## config.mk

```make
export PLATFORM = sky130hd
export DESIGN_NAME = two_wheel_encoder_target_stop_unit
export DESIGN_NICKNAME = d
export VERILOG_FILES = /design/src/design/twes_pkg.sv /design/src/design/two_wheel_encoder_target_stop_unit.sv /design/src/design/twes_ticks.sv /design/src/design/twes_core.sv
export SDC_FILE = /design/constraint.sdc
export NUM_CORES = 1
export LEC_CHECK = 0
export BUFFER_PORTS_ARGS = -buffer_cell sky130_fd_sc_hd__buf_2
export CAP_MARGIN = 20
export CORE_UTILIZATION = 55
export DETAILED_ROUTE_END_ITERATION = 6
export PLACE_DENSITY = 0.72
export SYNTH_ARGS = -nofsm -noshare
export SYNTH_HDL_FRONTEND = slang
export SYNTH_HIERARCHICAL = 1
export SYNTH_SLANG_ARGS = --single-unit
export TNS_END_PERCENT = 30
```

## constraint.sdc

```tcl
create_clock -name clk -period 10.64 [get_ports clk]
set_input_delay 1.596 -clock clk [delete_from_list [all_inputs] [get_ports clk]]
set_output_delay 1.596 -clock clk [all_outputs]
set_load 0.05 [all_outputs]
```

## src/design/twes_pkg.sv

```systemverilog
// Shared types and constants for the two-wheel encoder target stop unit.
// No dependencies; used by twes_ticks, twes_core and the top level.
package twes_pkg;

	localparam int unsigned CountW  = 32;
	localparam int unsigned AmountW = 16;
	localparam int unsigned ScaleW  = 16;
	localparam int unsigned CodeW   = 4;
	localparam int unsigned FracW   = 12;

	// bridge direction codes accepted by a move
	localparam logic [CodeW-1:0] CODE_FORWARD    = 4'd10;
	localparam logic [CodeW-1:0] CODE_BACKWARD   = 4'd5;
	localparam logic [CodeW-1:0] CODE_TURN_LEFT  = 4'd9;
	localparam logic [CodeW-1:0] CODE_TURN_RIGHT = 4'd6;

	// one half of the bridge code (one wheel)
	localparam logic [1:0] HALF_BACK = 2'b01;
	localparam logic [1:0] HALF_FWD  = 2'b10;

	localparam logic STATUS_GOOD    = 1'b0;
	localparam logic STATUS_BAD_DIR = 1'b1;

	localparam int unsigned CfgIdxW = 1;
	localparam logic [CfgIdxW-1:0] REG_TICKS_PER_CM     = 1'd0;
	localparam logic [CfgIdxW-1:0] REG_TICKS_PER_DEGREE = 1'd1;
	localparam logic [ScaleW-1:0]  SCALE_RESET          = 16'd256;

	typedef enum logic [1:0] {
		MODE_MOVE    = 2'd0,
		MODE_PULSE_L = 2'd1,
		MODE_PULSE_R = 2'd2,
		MODE_NONE    = 2'd3
	} mode_t;

	// item after the tick conversion, held in the input stage
	typedef struct packed {
		mode_t             mode;
		logic [CodeW-1:0]  dir;
		logic [CountW-1:0] ticks;
	} item_t;

	typedef struct packed {
		logic              status;
		logic              left_on;
		logic              right_on;
		logic [CodeW-1:0]  bridge;
		logic [CountW-1:0] left_pos;
		logic [CountW-1:0] right_pos;
	} result_t;

	function automatic logic code_valid(input logic [CodeW-1:0] c);
		return (c == CODE_FORWARD) || (c == CODE_BACKWARD) ||
			(c == CODE_TURN_LEFT) || (c == CODE_TURN_RIGHT);
	endfunction

endpackage

```

## src/design/two_wheel_encoder_target_stop_unit.sv

```systemverilog
// Two-wheel encoder position counter with target stop, top level.
// Depends on twes_pkg, twes_ticks and twes_core.
//
// s_*: s_tuser carries the item kind (move, left pulse, right pulse, mode 3
//   ignored); s_tdata carries the bridge code and the signed Q12.4 amount.
//   Every item yields exactly one result on m_*.
// m_*: m_tuser carries the status (1 = invalid bridge code on a move, nothing
//   changed); m_tdata carries the drive enables, the bridge code and both
//   wheel counts after the item.
// cfg_*: index 0 writes ticks_per_cm, index 1 writes ticks_per_degree
//   (unsigned Q8.8). Always ready; write only while no item is in flight.
// Pipeline: the amount times scale product is taken into the input stage at
//   the accepting edge; the count/target update and compares load the output
//   register as the input stage advances, raising m_tvalid. One item per
//   cycle is sustained with m_tready high; the multiplier sets the input path.
// Stall: with m_tready low the output register holds its result, the input
//   stage takes one more item, and s_tready drops once both are full.
// Reset: arst_n clears counts, targets, bridge code, enables and both stage
//   valids, and sets both scales to 1.0.
module two_wheel_encoder_target_stop_unit
	import twes_pkg::*;
(
	input  logic               clk,
	input  logic               arst_n,
	// slave stream
	input  logic               s_tvalid,
	output logic               s_tready,
	input  logic [23:0]        s_tdata,  // [3:0] direction, [19:4] amount, rest zero
	input  logic [1:0]         s_tuser,  // [1:0] mode
	// master stream
	output logic               m_tvalid,
	input  logic               m_tready,
	output logic [71:0]        m_tdata,  // [0] left_drive_on, [1] right_drive_on,
	                                     // [5:2] bridge_out, [37:6] left_position,
	                                     // [69:38] right_position, rest zero
	output logic               m_tuser,  // [0] status
	// configuration write
	input  logic               cfg_valid,
	output logic               cfg_ready,
	input  logic [CfgIdxW-1:0] cfg_index,
	input  logic [ScaleW-1:0]  cfg_data
);

	logic [ScaleW-1:0] ticks_per_cm_q, ticks_per_degree_q;
	logic [CountW-1:0] ticks;
	item_t             item_s1;
	logic              valid_s1;
	logic              advance;
	result_t           res;
	result_t           res_s2;
	logic              valid_s2;

	// configuration registers
	assign cfg_ready = 1'b1;

	always_ff @(posedge clk or negedge arst_n) begin
		if (!arst_n) begin
			ticks_per_cm_q     <= SCALE_RESET;
			ticks_per_degree_q <= SCALE_RESET;
		end else if (cfg_valid && cfg_ready) begin
			unique case (cfg_index)
				REG_TICKS_PER_CM:     ticks_per_cm_q     <= cfg_data;
				REG_TICKS_PER_DEGREE: ticks_per_degree_q <= cfg_data;
				default: begin
				end
			endcase
		end
	end

	twes_ticks u_ticks (
		.direction        (s_tdata[3:0]),
		.amount           (s_tdata[19:4]),
		.ticks_per_cm     (ticks_per_cm_q),
		.ticks_per_degree (ticks_per_degree_q),
		.ticks            (ticks)
	);

	// input stage advances into the output register whenever it is free
	assign advance  = valid_s1 && (!valid_s2 || m_tready);
	assign s_tready = !valid_s1 || advance;

	always_ff @(posedge clk or negedge arst_n) begin
		if (!arst_n) begin
			valid_s1 <= 1'b0;
		end else if (s_tready) begin
			valid_s1 <= s_tvalid;
		end
	end

	always_ff @(posedge clk) begin
		if (s_tvalid && s_tready) begin
			item_s1.mode  <= mode_t'(s_tuser);
			item_s1.dir   <= s_tdata[3:0];
			item_s1.ticks <= ticks;
		end
	end

	twes_core u_core (
		.clk    (clk),
		.arst_n (arst_n),
		.step   (advance),
		.item   (item_s1),
		.res    (res)
	);

	always_ff @(posedge clk or negedge arst_n) begin
		if (!arst_n) begin
			valid_s2 <= 1'b0;
		end else if (advance) begin
			valid_s2 <= 1'b1;
		end else if (m_tready) begin
			valid_s2 <= 1'b0;
		end
	end

	always_ff @(posedge clk) begin
		if (advance) begin
			res_s2 <= res;
		end
	end

	assign m_tvalid = valid_s2;
	assign m_tuser  = res_s2.status;
	assign m_tdata  = {2'b00, res_s2.right_pos, res_s2.left_pos, res_s2.bridge,
		res_s2.right_on, res_s2.left_on};

`ifndef SYNTH
	// a blocked input stage keeps its item
	a_s1_hold: assert property (@(posedge clk) disable iff (!arst_n)
		valid_s1 && !advance |=> valid_s1 && $stable(item_s1))
		else $error("input stage lost or changed a stalled item");

	// the slave side stalls only with both stages full
	a_ready: assert property (@(posedge clk) disable iff (!arst_n)
		!s_tready |-> valid_s1 && valid_s2 && !m_tready)
		else $error("s_tready low with room in the pipeline");

	// the bridge code driven out is idle or one of the move codes
	a_bridge: assert property (@(posedge clk) disable iff (!arst_n)
		m_tvalid |-> (res_s2.bridge == '0) || (res_s2.bridge == CODE_FORWARD) ||
			(res_s2.bridge == CODE_BACKWARD) || (res_s2.bridge == CODE_TURN_LEFT) ||
			(res_s2.bridge == CODE_TURN_RIGHT))
		else $error("bridge code outside the move codes");

	// only a move with a bad bridge code reports an error
	a_bad_move: assert property (@(posedge clk) disable iff (!arst_n)
		advance && res.status |-> (item_s1.mode == MODE_MOVE) && !code_valid(item_s1.dir))
		else $error("error status on an item that is not a rejected move");
`endif

endmodule

```

## src/design/twes_ticks.sv

```systemverilog
// Amount to encoder tick conversion: Q12.4 amount times Q8.8 scale,
// rounded half away from zero. Depends on twes_pkg.
module twes_ticks
	import twes_pkg::*;
(
	input  logic [CodeW-1:0]         direction,
	input  logic signed [AmountW-1:0] amount,
	input  logic [ScaleW-1:0]        ticks_per_cm,
	input  logic [ScaleW-1:0]        ticks_per_degree,
	output logic [CountW-1:0]        ticks
);

	localparam int unsigned MagW  = AmountW + 1;
	localparam int unsigned ProdW = MagW + ScaleW;
	localparam int unsigned TickW = ProdW - FracW;

	logic              neg;
	logic [MagW-1:0]   mag;
	logic [ScaleW-1:0] scale;
	logic [ProdW-1:0]  prod;
	logic [ProdW-1:0]  rounded;
	logic [TickW-1:0]  tick_mag;
	logic [CountW-1:0] tick_ext;

	assign neg   = amount[AmountW-1];
	assign mag   = neg ? (MagW'(0) - {amount[AmountW-1], amount})
		: {1'b0, amount};
	assign scale = ((direction == CODE_TURN_LEFT) || (direction == CODE_TURN_RIGHT))
		? ticks_per_degree : ticks_per_cm;
	assign prod     = ProdW'(mag) * ProdW'(scale);
	assign rounded  = prod + ProdW'(1 << (FracW - 1));
	assign tick_mag = rounded[ProdW-1:FracW];
	assign tick_ext = CountW'(tick_mag);
	assign ticks    = neg ? (CountW'(0) - tick_ext) : tick_ext;

endmodule

```

## src/design/twes_core.sv

```systemverilog
// Wheel counts, targets, drive enables and bridge code, with the
// next-state logic for one item. Depends on twes_pkg.
module twes_core
	import twes_pkg::*;
(
	input  logic    clk,
	input  logic    arst_n,
	input  logic    step,
	input  item_t   item,
	output result_t res
);

	logic [CountW-1:0] left_count_q, right_count_q;
	logic [CountW-1:0] left_target_q, right_target_q;
	logic [CodeW-1:0]  bridge_q;
	logic              left_en_q, right_en_q;

	logic [CountW-1:0] left_count_d, right_count_d;
	logic [CountW-1:0] left_target_d, right_target_d;
	logic [CodeW-1:0]  bridge_d;
	logic              left_en_d, right_en_d;
	logic              status_d;

	always_comb begin
		left_count_d   = left_count_q;
		right_count_d  = right_count_q;
		left_target_d  = left_target_q;
		right_target_d = right_target_q;
		bridge_d       = bridge_q;
		left_en_d      = left_en_q;
		right_en_d     = right_en_q;
		status_d       = STATUS_GOOD;
		unique case (item.mode)
			MODE_MOVE: begin
				if (!code_valid(item.dir)) begin
					status_d = STATUS_BAD_DIR;
				end else begin
					left_en_d  = 1'b1;
					right_en_d = 1'b1;
					bridge_d   = item.dir;
					unique case (item.dir[1:0])
						HALF_BACK: left_target_d = left_count_q - item.ticks;
						HALF_FWD:  left_target_d = left_count_q + item.ticks;
						default:   left_target_d = left_count_q;
					endcase
					unique case (item.dir[3:2])
						HALF_BACK: right_target_d = right_count_q - item.ticks;
						HALF_FWD:  right_target_d = right_count_q + item.ticks;
						default:   right_target_d = right_count_q;
					endcase
				end
			end
			MODE_PULSE_L: begin
				unique case (bridge_q[1:0])
					HALF_BACK: left_count_d = left_count_q - CountW'(1);
					HALF_FWD:  left_count_d = left_count_q + CountW'(1);
					default:   left_count_d = left_count_q;
				endcase
				// stop the drive once the target is reached
				if (left_count_d == left_target_q) begin
					left_en_d = 1'b0;
				end
			end
			MODE_PULSE_R: begin
				unique case (bridge_q[3:2])
					HALF_BACK: right_count_d = right_count_q - CountW'(1);
					HALF_FWD:  right_count_d = right_count_q + CountW'(1);
					default:   right_count_d = right_count_q;
				endcase
				if (right_count_d == right_target_q) begin
					right_en_d = 1'b0;
				end
			end
			default: begin
			end
		endcase
	end

	always_ff @(posedge clk or negedge arst_n) begin
		if (!arst_n) begin
			left_count_q   <= '0;
			right_count_q  <= '0;
			left_target_q  <= '0;
			right_target_q <= '0;
			bridge_q       <= '0;
			left_en_q      <= 1'b0;
			right_en_q     <= 1'b0;
		end else if (step) begin
			left_count_q   <= left_count_d;
			right_count_q  <= right_count_d;
			left_target_q  <= left_target_d;
			right_target_q <= right_target_d;
			bridge_q       <= bridge_d;
			left_en_q      <= left_en_d;
			right_en_q     <= right_en_d;
		end
	end

	assign res.status    = status_d;
	assign res.left_on   = left_en_d;
	assign res.right_on  = right_en_d;
	assign res.bridge    = bridge_d;
	assign res.left_pos  = left_count_d;
	assign res.right_pos = right_count_d;

endmodule

```

==> metrics <==
outcome finished clean; Resized Gates After CTS 0; WP data arrival 10.07 ns; Syn Inst Count 3,552; design area 33,630 um2; Pins Over Slew Limit 0; post-synthesis adder-cell area fraction 0.2342; Post-synth EDFFs between 100 and 150; Crit path top cell by count fa_1; CTS max path bufs 3; area grow syn2layout 7.918%; commonest non-fill, non-tap cell in the layout nand2_1; Ant. Diodes 0; grt ovf 0; crit path launch type primary input; Worst Skew 0.02810 ns; post-synthesis compound-gate area fraction 0.1582; Synth Area in Simple Gates 0.1638; post-synthesis instance area 31,160 um2; initial antenna violation count 0; total track usage 0.2840; final WL 80,640 um; worst stage delay on the critical path 0.56 ns; CTS tree yes; IO buf count 116; family with the most delay on the worst path adder cells; Fin Hold WS approximately 0.5 ns; xor and xnor area share after synthesis 0.08733; Distinct cells, synth 112; sum of negative setup slack 0 ns; final-report hold violation count 0; share of cells above drive strength 1 0.1078; DRT Pass-1 Iters 6; Max Cap Violations 0; DR vias between 20,000 and 30,000; die height 240.0 um; # hold bufs at CTS 0; vias per cell approximately 5.8; Hold Crit Class reg2reg; largest net degree at the start of global routing 78; sinks on the clock net 277; post-synthesis mux area share 0.05280; Num CTS Buffers 35; Req. time, crit path 10.94 ns; CP bufs+invs 5; commonest cells after routing, fill and taps aside nand2_1 (399), nor2_1 (356), inv_1 (333), ha_1 (242), fa_1 (212); unrepaired setup endpoints after global routing false; nets@finish around 4,100; largest family of logic cells by synthesized area adder cells; maximum net fanout on the critical path 9; Core Rows 86; die area a little under 60,000 um2; fmax 0.1023 GHz; #FFs+latches synth between 200 and 300; Detail Placement HPWL 64,020 um; IO Pins around 120; Setup Fix Bufs, Post-CTS 0; Clock Latency Late Sink 0.57 ns; DRC viols 0; DP Area 32,510 um2; Max-Slew Margin vs Limit 0.2957; multi-input logic area 21,800 um2; H-Tree Depth 2; die width 240.0 um; WL per Instance ~18 um; clk root buf clkbuf_16; clock slew at reported path FFs 0.06 ns; Worst-Margin Slew 1.049 ns; slowest CP cell fa_1; global-route wire length before repair 129,700 um; Initial Utilization 0.5612; drt initial violations 1,934; Final Cycle Share 0.9190; Finish-stage setup viols 0; fin crit period 9.778 ns; Synth Warn # 6; fillcell total 4,957; syn avg cell area 8.773 um2; Synth Flop Type dfrtp_1; sequential cell area 7480 um2; ys async rst share 0.6065; sequential area share after synthesis 0.2400; routability congestion estimate 0.9591; Core Box Area about 56,000 um2; CP endpoint kind register; Post-DRT Antenna Nets 0; kind of critical path in2reg; vias in the first global route 24,670
final timing paths:
check	start	endpoint	slack [ns]	cells after the start
hold / removal	valid_s1$_DFFE_PN0P_	m_tvalid$_DFFE_PN0P_	0.49	1
min in group asynchronous	arst_n	u_core/right_count_q[23]$_DFFE_PN0P_	0.98	1
hold reg to reg	valid_s1$_DFFE_PN0P_	m_tvalid$_DFFE_PN0P_	0.49	1
setup reg to reg	ticks_per_cm_q[5]$_DFFE_PN0P_	item_s1[26]$_DFFE_PP_	3.25	24
setup / recovery	s_tdata[11]	item_s1[18]$_DFFE_PP_	0.86	29
max in group asynchronous	arst_n	ticks_per_cm_q[0]$_DFFE_PN0P_	8.45	2
sequential cells by signal, summed over array words and instances (netlist names):
signal,cells
item_s1,38
u_core/left_en_q,1
ticks_per_degree_q,16
u_core/left_count_q,32
u_core/right_count_q,32
m_tuser,1
m_tdata,70
u_core/right_en_q,1
ticks_per_cm_q,16
u_core/left_target_q,32
u_core/right_target_q,32
valid_s1,1
m_tvalid,1
u_core/bridge_q,4
routing by layer:
layer	global-route usage	vias up	part of all wire
li1	-	12360	-
met1	0.3725	12310	0.43
met2	0.4870	767	0.48
met3	0.02882	149	0.056
met4	0.09979	0	0.033
met5	0	-	0
layout make-up:
cell class | instances | area share
inverter | 334 | 0.03728
sequential | 277 | 0.2224
multi-input combinational | 2797 | 0.6483
tap | 748 | 0.02783
clock inverter | 16 | 0.005469
timing repair buffer | 176 | 0.03092
clock buffer | 45 | 0.02779
cells in the mapped netlist, drive strengths merged, types with 28 or more instances:
master	number	area, um2
mux2i	41	410.4
o21a	28	210.2
a31oi	41	269.0
xor2	162	1419
a211oi	30	245.2
nand2b	35	219.0
nand3	53	265.3
xnor2	141	1235
fa	212	4244
clkbuf	115	432.9
nor3	54	275.3
a21oi	211	1071
inv	333	1250
mux2	106	1235
ha	244	3053
a21o	46	345.3
nor2	357	1340
dfrtp	166	4154
edfxtp	109	3273
nand4	30	187.7
nand2	402	1511
buf	44	282.8
o21ai	214	1075
through the flow:
stage / std cells / utilization / worst slack [ns]
after floorplan: 3567 / - / 0.7638
after global placement: 4332 / 0.5855 / 0.4984
after detailed placement: 4332 / 0.5855 / 0.3557
after CTS: 4393 / 0.6057 / 0.9252
after global routing: 4393 / 0.6057 / 0.3365
final: 4393 / 0.6057 / 0.8623
worst register-to-register path: cells and delay by family, from the launching register on:
family	cells	cell delay (ns)
adders and majority gates	7	3.35
and+or+nand+nor	6	1.33
AOI/OAI and AO/OA	4	1.29
buffers and inverters	6	0.58
DFF	1	0.39
muxes	1	0.14
cell families after synthesis:
group | after synthesis
fa+ha+maj | 456
buf+inv | 493
simple gates | 1111
compound gates | 758
xor+xnor | 306
mux | 147
flops | 277
other cells | 4
Power is left out: the tool's default activity adds up to more than one toggle a clock period on the data nets, which glitch-free logic cannot reach.
